### src/rtl/kwm_pkg.sv
// ----------------------------------------------------------------------------
// kwm_pkg
// Shared widths, the head candidate type and the pairwise minimum select.
// ----------------------------------------------------------------------------
`default_nettype none

package kwm_pkg;

  localparam int DATA_W   = 32;
  localparam int WAY_W    = 3;
  localparam int CNT_W    = 4;
  localparam int MAX_WAYS = 8;

  localparam logic [CNT_W-1:0] WAY_COUNT_RST = CNT_W'(8);
  localparam logic [CNT_W-1:0] WAY_COUNT_MIN = CNT_W'(2);

  typedef struct packed {
    logic                     vld;
    logic signed [DATA_W-1:0] val;
    logic [WAY_W-1:0]         idx;
  } head_cand_t;

  // a always holds the lower ways, so it wins a tie
  function automatic head_cand_t kwm_pick(input head_cand_t a, input head_cand_t b);
    head_cand_t res;
    if (a.vld && (!b.vld || (a.val <= b.val))) begin
      res = a;
    end else begin
      res = b;
    end
    return res;
  endfunction

endpackage

`default_nettype wire

### src/rtl/k_way_min_merge.sv
// ----------------------------------------------------------------------------
// k_way_min_merge
// Merge of up to eight sorted runs of signed 32-bit values by minimum select.
// ----------------------------------------------------------------------------
// One item is taken per clock when the result side keeps up. An accepted item
// sits in an input register, where the head table is updated and a comparator
// tree over all heads picks the smallest valid one; the result is written to the
// output register as its item leaves the input register, which holds while an
// untaken result blocks it. The tree depth, ceil log2 of min(WAYS, 8), sets the
// clock. Fill items go to ways 0, 1, 2 and so on in turn whatever their way field;
// the last one releases the first minimum. Afterwards each item must name the
// way of the last result; items for other ways are dropped without a result.
// With no valid head left an end marker (value 0, way 0, end flag set) is sent
// and the block starts a new fill. way_count is clamped to 2..min(WAYS, 8) and
// may only be written while no item is in flight.
// ----------------------------------------------------------------------------
`default_nettype none

module k_way_min_merge
  import kwm_pkg::*;
#(
  parameter int WAYS = 8
) (
  input  wire                            clk,
  input  wire                            rst_n,
  input  wire                            cfg_wr_en,
  input  wire        [CNT_W-1:0]         cfg_wdata,
  input  wire                            in_valid,
  output logic                           in_ready,
  input  wire        [WAY_W-1:0]         in_way,
  input  wire signed [DATA_W-1:0]        in_value,
  input  wire                            in_exhausted,
  output logic                           out_valid,
  input  wire                            out_ready,
  output logic signed [DATA_W-1:0]       out_merged_value,
  output logic       [WAY_W-1:0]         out_source_way,
  output logic                           out_end_of_merge
);

  localparam int NW = (WAYS < MAX_WAYS) ? WAYS : MAX_WAYS;
  localparam int WI = $clog2(NW);
  localparam int NP = 1 << WI;
  localparam logic [CNT_W-1:0] NW_CNT = CNT_W'(NW);

  localparam logic PH_FILL   = 1'b0;
  localparam logic PH_REFILL = 1'b1;

  // input register
  logic                     s1_valid_r;
  logic [WAY_W-1:0]         s1_way_r;
  logic signed [DATA_W-1:0] s1_value_r;
  logic                     s1_exh_r;

  // merge state
  logic                     phase_r, phase_nxt;
  logic [CNT_W-1:0]         fill_cnt_r, fill_cnt_nxt;
  logic [WAY_W-1:0]         refill_way_r, refill_way_nxt;
  logic [CNT_W-1:0]         way_count_r;
  logic signed [DATA_W-1:0] head_val_r [NW];
  logic [NW-1:0]            head_vld_r, head_vld_nxt;

  // output register
  logic                     out_valid_r;
  logic signed [DATA_W-1:0] out_value_r, res_value;
  logic [WAY_W-1:0]         out_way_r, res_way;
  logic                     out_eom_r, res_eom;

  logic                     s1_advance;
  logic                     emit;
  logic                     wr_en;
  logic [WI-1:0]            wr_idx;
  logic [CNT_W-1:0]         eff_ways;
  logic [CNT_W-1:0]         fill_inc;
  logic signed [DATA_W-1:0] upd_val [NW];
  logic [NW-1:0]            upd_vld;
  head_cand_t               tree [2*NP-1];

  assign s1_advance = s1_valid_r && (!out_valid_r || out_ready);
  assign in_ready   = !s1_valid_r || s1_advance;

  assign out_valid        = out_valid_r;
  assign out_merged_value = out_value_r;
  assign out_source_way   = out_way_r;
  assign out_end_of_merge = out_eom_r;

  // clamp the programmed way count
  always_comb begin
    if (way_count_r < WAY_COUNT_MIN) begin
      eff_ways = WAY_COUNT_MIN;
    end else if (way_count_r > NW_CNT) begin
      eff_ways = NW_CNT;
    end else begin
      eff_ways = way_count_r;
    end
  end

  assign fill_inc = fill_cnt_r + CNT_W'(1);

  // head table write for the item in the input register
  always_comb begin
    wr_en  = 1'b0;
    wr_idx = '0;
    emit   = 1'b0;
    if (phase_r == PH_REFILL) begin
      wr_idx = s1_way_r[WI-1:0];
      if ((s1_way_r == refill_way_r) && ({1'b0, s1_way_r} < NW_CNT)) begin
        wr_en = 1'b1;
        emit  = 1'b1;
      end
    end else begin
      wr_idx = fill_cnt_r[WI-1:0];
      wr_en  = (fill_cnt_r < NW_CNT);
      emit   = (fill_inc >= eff_ways);
    end
  end

  always_comb begin
    for (int i = 0; i < NW; i++) begin
      if (wr_en && (wr_idx == WI'(i))) begin
        upd_val[i] = s1_exh_r ? head_val_r[i] : s1_value_r;
        upd_vld[i] = !s1_exh_r;
      end else begin
        upd_val[i] = head_val_r[i];
        upd_vld[i] = head_vld_r[i];
      end
    end
  end

  // minimum tree over the updated heads, leaves at NP-1 and up
  for (genvar g = 0; g < NP; g++) begin : g_leaf
    if (g < NW) begin : g_used
      assign tree[NP-1+g] = '{vld: upd_vld[g], val: upd_val[g], idx: WAY_W'(g)};
    end else begin : g_pad
      assign tree[NP-1+g] = '{vld: 1'b0, val: '0, idx: '0};
    end
  end

  for (genvar n = 0; n < NP-1; n++) begin : g_node
    assign tree[n] = kwm_pick(tree[2*n+1], tree[2*n+2]);
  end

  // next state and result
  always_comb begin
    phase_nxt      = phase_r;
    fill_cnt_nxt   = fill_cnt_r;
    refill_way_nxt = refill_way_r;
    head_vld_nxt   = upd_vld;
    res_value      = tree[0].val;
    res_way        = tree[0].idx;
    res_eom        = 1'b0;
    if (phase_r != PH_REFILL) begin
      phase_nxt    = PH_FILL;
      fill_cnt_nxt = emit ? '0 : fill_inc;
    end
    if (emit) begin
      if (tree[0].vld) begin
        phase_nxt      = PH_REFILL;
        refill_way_nxt = tree[0].idx;
      end else begin
        // end of merge: drop every head and restart the fill
        phase_nxt      = PH_FILL;
        fill_cnt_nxt   = '0;
        refill_way_nxt = '0;
        head_vld_nxt   = '0;
        res_value      = '0;
        res_way        = '0;
        res_eom        = 1'b1;
      end
    end
  end

  always_ff @(posedge clk) begin
    if (!rst_n) begin
      s1_valid_r   <= 1'b0;
      out_valid_r  <= 1'b0;
      phase_r      <= PH_FILL;
      fill_cnt_r   <= '0;
      refill_way_r <= '0;
      head_vld_r   <= '0;
      way_count_r  <= WAY_COUNT_RST;
    end else begin
      if (cfg_wr_en) begin
        way_count_r <= cfg_wdata;
      end
      if (in_ready) begin
        s1_valid_r <= in_valid;
      end
      if (s1_advance) begin
        phase_r      <= phase_nxt;
        fill_cnt_r   <= fill_cnt_nxt;
        refill_way_r <= refill_way_nxt;
        head_vld_r   <= head_vld_nxt;
      end
      if (s1_advance && emit) begin
        out_valid_r <= 1'b1;
      end else if (out_ready) begin
        out_valid_r <= 1'b0;
      end
    end
  end

  always_ff @(posedge clk) begin
    if (in_valid && in_ready) begin
      s1_way_r   <= in_way;
      s1_value_r <= in_value;
      s1_exh_r   <= in_exhausted;
    end
    if (s1_advance) begin
      for (int i = 0; i < NW; i++) begin
        head_val_r[i] <= upd_val[i];
      end
    end
    if (s1_advance && emit) begin
      out_value_r <= res_value;
      out_way_r   <= res_way;
      out_eom_r   <= res_eom;
    end
  end

endmodule

`default_nettype wire

### config.mk
export PLATFORM = sky130hd
export DESIGN_NAME = k_way_min_merge
export DESIGN_NICKNAME = d
export VERILOG_FILES = /design/src/rtl/kwm_pkg.sv /design/src/rtl/k_way_min_merge.sv
export SDC_FILE = /design/constraint.sdc
export NUM_CORES = 1
export LEC_CHECK = 0
export BUFFER_PORTS_ARGS = -buffer_cell sky130_fd_sc_hd__buf_2
export CAP_MARGIN = 20
export CORE_UTILIZATION = 25
export CTS_BUF_LIST = sky130_fd_sc_hd__clkbuf_16
export DETAILED_ROUTE_END_ITERATION = 8
export GPL_TIMING_DRIVEN = 0
export PLACE_DENSITY_LB_ADDON = 0.3
export SYNTH_ARGS = -nofsm -noshare
export SYNTH_HDL_FRONTEND = slang
export SYNTH_SLANG_ARGS = --single-unit
### constraint.sdc
create_clock -name clk -period 14.9 [get_ports clk]
set_input_delay 1.49 -clock clk [delete_from_list [all_inputs] [get_ports clk]]
set_output_delay 1.49 -clock clk [all_outputs]
set_load 0.005 [all_outputs]
# ---- After elaboration in Yosys (flattened, before gate mapping)
# Memories as Yosys holds them, arrays and structs flattened.
# Cells that the tools add are included.
dict set report classes {
  addsub 1
  n_lt_le_gt_ge 11
  n_eq_ne 8
  muxes 55
  n_reduce_logical 40
}
# op n
set ops {}
lappend ops {{2-to-1 mux 32 bit} 18}
lappend ops {{2-to-1 mux 36 bit} 7}
lappend ops {{less-or-equal comparator 32 bit} 7}
lappend ops {{2-to-1 mux 4 bit} 6}
lappend ops {{2-to-1 mux 1 bit} 19}
lappend ops {{logical AND 1 bit} 18}
lappend ops {{2-to-1 mux 8 bit} 2}
lappend ops {{equality test 3 bit (second input constant)} 4}
lappend ops {{logical NOT 1 bit} 10}
lappend ops {{logical OR 1 bit} 9}
lappend ops {{2-to-1 mux 3 bit} 3}
lappend ops {{equality test 3 x 2 -> 1 bit (second input constant)} 2}
lappend ops {{adder 4 x 1 -> 4 bit (second input constant)} 1}
lappend ops {{greater-or-equal comparator 4 bit} 1}
lappend ops {{greater-than comparator 4 bit (second input constant)} 1}
lappend ops {{less-than comparator 4 x 2 -> 1 bit (second input constant)} 1}
lappend ops {{less-than comparator 4 bit (second input constant)} 1}
lappend ops {{equality test 3 x 1 -> 1 bit (second input constant)} 1}
lappend ops {{equality test 3 bit} 1}
lappend ops {{logical NOT 3 bit} 1}
lappend ops {{AND reduction 2 bit} 1}
lappend ops {{nonzero test 2 bit} 1}
dict set report word_totals {
  ff_bits 94
  mem_bits_rw 256
  inputBits 45
  output_inout_bits 38
  mem_count 1
}
# name words width read_ports rd_clocked_by_memory_dff wr line_no
set mem_list {}
lappend mem_list {head_val_r 8 32 8 0 8 k_way_min_merge.sv:59} ;# logic signed [DATA_W-1:0] head_val_r [NW];

# ---- Logic depth before layout (Yosys ltp)
# Gate-level depths: netlist of run 1.
dict set report depth {
  depth_word 19
  ltp_mapped 47
}

# ---- Worst setup path before layout of run 1
# OpenSTA, ideal clock, no wires.
dict set report synth_path {
  kind {register -> register}
  start {reg s1_way_r[1]}
  end {reg out_value_r[29] (netlist: out_merged_value[29]), data pin}
  arrival_ns 10.049
  required_ns 14.629
  slack_ns 4.580
  path_stages_with_launch 46
  path_buffers 9
  synth_period_minus_slack_ns 10.320
  cell_sequence {edfxtp_1 > buf_4 > xor2_1 > o31ai_4 > nand2_1 > clkbuf_1 > clkbuf_1 > mux2i_1 > inv_1 > ha_1 > a2111oi_0 > o21ai_0 > a31o_2 > a21oi_1 > nor3_1 > a2111oi_0 > or3b_4 > xor2_1 > [10 not listed] > o211a_1 > or2_2 > clkbuf_1 > clkbuf_1 > mux2_2 > ha_1 > nand4_1 > nor3_1 > nand4_1 > a211o_1 > nand4b_1 > mux2i_1 > o22a_1 > nor2b_1 > clkbuf_1 > clkbuf_1 > a222oi_1 > o21ai_0}
}
# item line_no
set synth_lines {}
lappend synth_lines {{start: declaration} k_way_min_merge.sv:50} ;# logic [WAY_W-1:0] s1_way_r;
lappend synth_lines {{start signal: assignment} k_way_min_merge.sv:204} ;# s1_way_r <= in_way;
lappend synth_lines {{end signal: assignment} k_way_min_merge.sv:214} ;# out_value_r <= res_value;
lappend synth_lines {{end: declaration} k_way_min_merge.sv:64} ;# logic signed [DATA_W-1:0] out_value_r, res_value;

==> flow_summary.ini, run 1 <==
[logic_synthesis]
synth-edff-count = 328
syn_inst = 2104
synthesis.nets = 2375
yosysTopAreaCell = edfxtp_1
netlist_area_mm2 = 0.0233
synthArstFlopShare_pct = 0
ys_seq_area_share_pct = 44.2
postSynthAreaPerCell_um2 = 11.1
netlist.area_leader.share_pct = 42.3
synth_area_leaders = edfxtp_1 (42%), ha_1 (12%), mux2i_1 (8.6%)
ys_seq_elements = 350
ys.flop_type = edfxtp_1
ys_warn_count = 0
synth.distinct_cells = 76

[cells_and_area]
fin_cells = 3513
syn2layout_area_growth_pct = 15.2
fillerInstances = 9581
final_nets = 2510
post-route-util_pct = 29.2
antenna_cells = 0
layout-drive-gt1-share_pct = 15.6

[placed_design]
placed_cells = 3440
port_buffers = 81
dpl.hpwl_mm = 59.7
place.gp.congestion = 0.903
pre_cts_ws_ps = -1870

[job]
maxCapViolCount = 0

[sta]
maxSlewViolCount = 0
hold_ws_ps = 493
slew_headroom_pct = 23.2
fin_crit_ps = 14630
fin_ws_ps = 274
timing.final.hold_violations = 0
setup_tns_ps = 0
post-route-period-util_pct = 98.2
skew_ps = 31.3
finalSetupViolCount = 0
max_freq_ghz = 0.0684
tightest_slew_ps = 1150
rsz0062_at_grt = no

[pwr]
pwr-share-comb_pct = 19.6
power_density_mw_per_mm2 = 99.3
ir_drop_v = 0.0000643
clkPwrFrac_pct = 37.0
p_switching_mw = 0.782
switching_share_pct = 29.4
leakage_nw = 11.0
p_int_mw = 1.88
pwr-share-seq_pct = 43.4

[cts]
cts_sinks = 350
ctsRootBufferMaster = clkbuf_16
clock_latency_ps = 580
htree_levels = 2
cts_setup_buffers = 0
clk_pin_slew_ps = 60
cts_tree = built
ctsLongestPathBuffers = 3
numCtsBuffers = 42

[floorplan]
chipWidth_um = 307
start_util_pct = 25.3
rows = 111
die_y_um = 307
die-area_mm2 = 0.0944
num_io_pins = 83
core_area_mm2 = 0.0919

[global_route]
grt_start_max_net_pins = 121
antenna_found_initial = 2
track_usage_pct = 16.1
grt_pass1_vias = 17400
grt_pass1_wl_mm = 113
grt_overflow = 0

[drt]
drt_iter0_markers = 1415
dr.pass1.iters = 7
vias = 17100
viasPerCell = 4.87
drc = 0
wire_per_inst_um = 22.0
wirelength_mm = 77.2
ant_nets = 0

[setup_path]
crit_fanout = 10
slowest_delay_ps = 660
cp_common_cell = clkbuf_1
worstSetupPathType = reg2reg
worstSetupEndpointType = flop
reg2reg_depth = 41
r2r_end = out_merged_value[4]
regToRegSetupSlack_ps = 270
r2r_start = s1_way_r[0]
crit_slowest_cell = nor3_1
required_ps = 15220
startpoint_type = flop
cp.arrival_ps = 14950

[hold_path]
min_path_cells = 2
min-delay-start = head_vld_r[6]
hold_class = reg2reg
hold_end = head_vld_r[6]

[status]
status = finished clean
==> timing repair <==
item | 4_1_cts | 5_1_grt
gates resized for setup | 24 | 10
setup endpoints to repair | 38 | 34
hold buffers | 0 | 0
==> worst max path at each step <==
| stage | from | end | cells past startpoint |
|---|---|---|---|
| 4_1_cts | s1_way_r[1] | out_merged_value[4] | 44 |
| 3_5_place_dp | s1_way_r[1] | out_merged_value[30] | 44 |
| 3_3_place_gp | s1_way_r[1] | out_merged_value[30] | 41 |
| 6_report | s1_way_r[0] | out_merged_value[4] | 41 |
| 5_1_grt | phase_r | out_merged_value[8] | 43 |
| 2_1_floorplan | s1_way_r[1] | out_merged_value[29] | 45 |
==> cells in the mapped netlist (6+ instances only) <==
cell,instances
edfxtp_1,328
inv_1,272
ha_1,226
mux2i_1,200
a21oi_1,133
nor2_1,130
mux2_2,109
o21ai_0,89
nand2_1,88
clkbuf_1,62
nand4_1,41
a21o_1,39
a222oi_1,32
nand3_1,31
mux2i_4,29
dfxtp_1,22
nor3_1,20
mux2_1,18
o21ai_1,16
a211oi_1,14
o211ai_1,13
nor2b_1,12
buf_2,9
o21a_1,9
buf_1,8
nand2b_1,8
or3_1,8
a2111oi_0,7
a211o_1,7
o21bai_1,7
a22oi_1,6
nor3b_1,6
nor4_1,6
==> sequential cells by signal, indices dropped and copies added (netlist names) <==
signal and cells:
head_vld_r 8, out_merged_value 32, way_count_r 4, s1_value_r 32, head_val_r 256, s1_exh_r 1
fill_cnt_r 4, refill_way_r 3, out_valid 1, phase_r 1, s1_valid_r 1, out_end_of_merge 1
out_source_way 3, s1_way_r 3
==> routing by layer <==
| layer | GRT usage [%] | vias up | routed length [um] |
|---|---|---|---|
| met2 | 27.7 | 401 | 37300 |
| li1 | - | 8076 | - |
| met5 | 0 | - | 27 |
| met3 | 2.01 | 117 | 3220 |
| met1 | 20.7 | 8508 | 33900 |
| met4 | 5.90 | 4 | 2790 |
==> logic make-up after synthesis <==
logic type / Yosys count / share of synthesized area (%)
AO/OA/AOI/OAI: 422 / 11.7
AND/OR/NAND/NOR: 381 / 7.85
buffers and inverters: 358 / 6.12
multiplexers: 357 / 17.6
flip-flops: 350 / 44.2
adder cells (fa/ha/maj): 226 / 12.1
XOR/XNOR: 10 / 0.376
==> layout by cell type, fill, tap and decap left out, types with 19 or more instances in the layout <==
master	Yosys	routed
clkbuf_16	0	43
inv_1	272	281
nor2_1	130	126
a21oi_1	133	132
nand4_1	41	41
dfxtp_1	22	22
mux2i_1	200	200
a21o_1	39	39
clkbuf_1	62	42
ha_1	226	226
o21ai_0	89	89
clkbuf_2	0	19
edfxtp_1	328	328
buf_2	9	91
nand2_1	88	88
mux2_2	109	109
mux2i_4	29	29
nand3_1	31	31
a222oi_1	32	32
==> metrics by stage <==
stage,power (mW),cell area [um^2]
final,2.66,26800
after CTS,2.69,26800
after global routing,2.77,26800
after detailed placement,1.69,25500
after global placement,1.69,25300
after floorplan,1.51,23300
==> cell type report <==
cell class                      instances  area [um^2]  share of cell area (%)
Buffer                                 84          423                    1.58
Clock buffer                           43         1080                    4.01
Clock inverter                         32          200                   0.746
Inverter                              272         1030                    3.83
Multi-Input combinational cell       1396        11600                    43.3
Sequential cell                       350        10300                    38.4
Tap cell                             1243         1560                    5.80
Timing Repair Buffer                   93          634                    2.36
==> power groups by stage <==
stage / registers [mW] / logic, mW / clock network (mW)
floorplan: 1.17 / 0.341 / 0
global placement: 1.19 / 0.506 / 0
detailed placement: 1.18 / 0.517 / 0
CTS: 1.16 / 0.522 / 1.01
global route: 1.16 / 0.572 / 1.04
finish: 1.16 / 0.523 / 0.985
==> worst max-delay path, delay by kind of cell (launching register included) <==
kind | cells | cell delay (ps)
adder cells (fa/ha/maj) | 3 | 1030
AND/OR/NAND/NOR | 16 | 5030
buffers and inverters | 7 | 3340
flip-flops | 1 | 450
multiplexers | 3 | 1210
AO/OA/AOI/OAI | 12 | 3220
Note: power is estimated with default switching activity, not from simulation.
==> run 2: changes to the inputs <==
==> constraint.sdc (replaced) <==
create_clock -name clk -period 18.6 [get_ports clk]
set_input_delay 1.86 -clock clk [delete_from_list [all_inputs] [get_ports clk]]
set_output_delay 1.86 -clock clk [all_outputs]
set_load 0.005 [all_outputs]
==> run 2 against run 1 <==
Net effect:
- register-to-register slack better by 1300 ps
- final area is 0.16% lower
- maximum frequency is 14% lower
- highest routed layer unchanged
- clock power is 20% lower
- die area stayed put
- worst hold slack better by 1.5 ps
- largest power group unchanged
- sequential power is 20% lower
- final cell count hardly changed
- largest cell class unchanged
- non-clock buffer count is 3 higher
- wire length is 0.12% higher
- critical path type unchanged
- flip-flop and latch count stayed put
==> flow_summary.ini, run 2 (same netlist as run 1, synthesis figures left out) <==
[cts]
cts_setup_buffers = 0
clk_pin_slew_ps = 60
hold_buffers = 0
htree_levels = 2
clock_latency_ps = 580
cts.repair.resized = 0
cts_tree = built
numCtsBuffers = 42
cts_sinks = 350
ctsLongestPathBuffers = 3
ctsRootBufferMaster = clkbuf_16

[cells_and_area]
largest_reg_flops = 256
post-route-util_pct = 29.1
syn2layout_area_growth_pct = 15.0
antenna_cells = 0
postLayoutCellArea_mm2 = 0.0268
layout_commonest_cell = edfxtp_1
final_cell_mix = edfxtp_1 (328), inv_1 (281), ha_1 (226)
largest_register = head_val_r
fin_cells = 3516
final_nets = 2513
layout-drive-gt1-share_pct = 14.3

[setup_path]
reg2reg_depth = 44
crit_slowest_cell = a21oi_1
crit_fanout = 10
startpoint_type = flop
r2r_end = out_merged_value[30]
r2r_start = s1_way_r[1]
cp_common_cell = clkbuf_1
worstSetupEndpointType = flop
slowest_delay_ps = 920
worstSetupPathType = reg2reg
cp.arrival_ps = 17280
startpoint = s1_way_r[1]
regToRegSetupSlack_ps = 1570
crit_end = out_merged_value[30]
required_ps = 18850

[placed_design]
placed_cells = 3440
placed_cell_area_mm2 = 0.0255
place.gp.congestion = 0.903
port_buffers = 81
pre_cts_ws_ps = 1830
dpl.hpwl_mm = 59.7

[floorplan]
rows = 111
chipWidth_um = 307
num_io_pins = 83
start_util_pct = 25.3
die-area_mm2 = 0.0944
die_y_um = 307
core_area_mm2 = 0.0919

[sta]
fin_ws_ps = 1570
setup_tns_ps = 0
skew_ps = 27.9
timing.final.hold_violations = 0
slew_headroom_pct = 17.8
tightest_slew_ps = 1220
finalSetupViolCount = 0
max_freq_ghz = 0.0587
post-route-period-util_pct = 91.6
fin_crit_ps = 17030
hold_ws_ps = 494
rsz0062_at_grt = no
maxSlewViolCount = 0

[pwr]
finalPower_mw = 2.13
switching_share_pct = 29.3
p_switching_mw = 0.624
clkPwrFrac_pct = 36.9
pwr-share-comb_pct = 19.6
pwr-share-seq_pct = 43.4
leakage_nw = 10.9
power_density_mw_per_mm2 = 79.6
ir_drop_v = 0.0000512
p_int_mw = 1.51

[job]
maxCapViolCount = 0

[drt]
viasPerCell = 4.88
dr.pass1.iters = 6
wire_per_inst_um = 22.0
drt_iter0_markers = 1470
wirelength_mm = 77.3
vias = 17200
drc = 0
ant_nets = 0

[global_route]
grt_pass1_wl_mm = 114
grt_overflow = 0
grt_start_max_net_pins = 121
grt_pass1_vias = 17400
track_usage_pct = 16.2
antenna_found_initial = 1

[hold_path]
min_path_cells = 2
hold_class = reg2reg

[status]
status = finished clean
-- run 2: metal layers --
| metal | GRT usage [%] | vias to the layer above | routed length, um |
|---|---|---|---|
| li1 | - | 8087 | - |
| met1 | 20.8 | 8524 | 33800 |
| met2 | 27.7 | 442 | 37300 |
| met3 | 1.83 | 111 | 3400 |
| met4 | 5.82 | 2 | 2740 |
| met5 | 0 | - | 8 |
-- run 2: power by group through the flow --
stage | logic [mW] | registers (mW) | clock network, mW
6_report | 0.418 | 0.925 | 0.787
3_3_place_gp | 0.406 | 0.951 | 0
3_5_place_dp | 0.414 | 0.942 | 0
2_1_floorplan | 0.273 | 0.939 | 0
4_1_cts | 0.417 | 0.926 | 0.812
5_1_grt | 0.457 | 0.929 | 0.836
-- run 2: how the worst min path moves through the flow --
stage	start	to	slack [ps]
CTS	head_vld_r[0]	head_vld_r[0]	490
detailed placement	head_vld_r[0]	head_vld_r[0]	480
floorplan	head_vld_r[0]	head_vld_r[0]	450
finish	head_vld_r[6]	head_vld_r[6]	490
global placement	head_vld_r[0]	head_vld_r[0]	470
global route	head_vld_r[0]	head_vld_r[0]	520
-- run 2: cell type report --
type / count / area (um^2)
Buffer: 86 / 407
Clock buffer: 43 / 1080
Clock inverter: 32 / 200
Fill cell: 9588 / 65200
Inverter: 272 / 1030
Multi-Input combinational cell: 1396 / 11600
Sequential cell: 350 / 10300
Tap cell: 1243 / 1560
Timing Repair Buffer: 94 / 646
-- run 2: worst max-delay path, delay by kind of cell, from the launching register on --
| kind | cells | cell delay [ps] |
|---|---|---|
| and+or+nand+nor | 18 | 6350 |
| DFF | 1 | 390 |
| xor gates and xnor gates | 1 | 200 |
| adders and majority gates | 3 | 1050 |
| buffers and inverters | 8 | 4040 |
| muxes | 2 | 660 |
| AOI/OAI and AO/OA | 12 | 3950 |
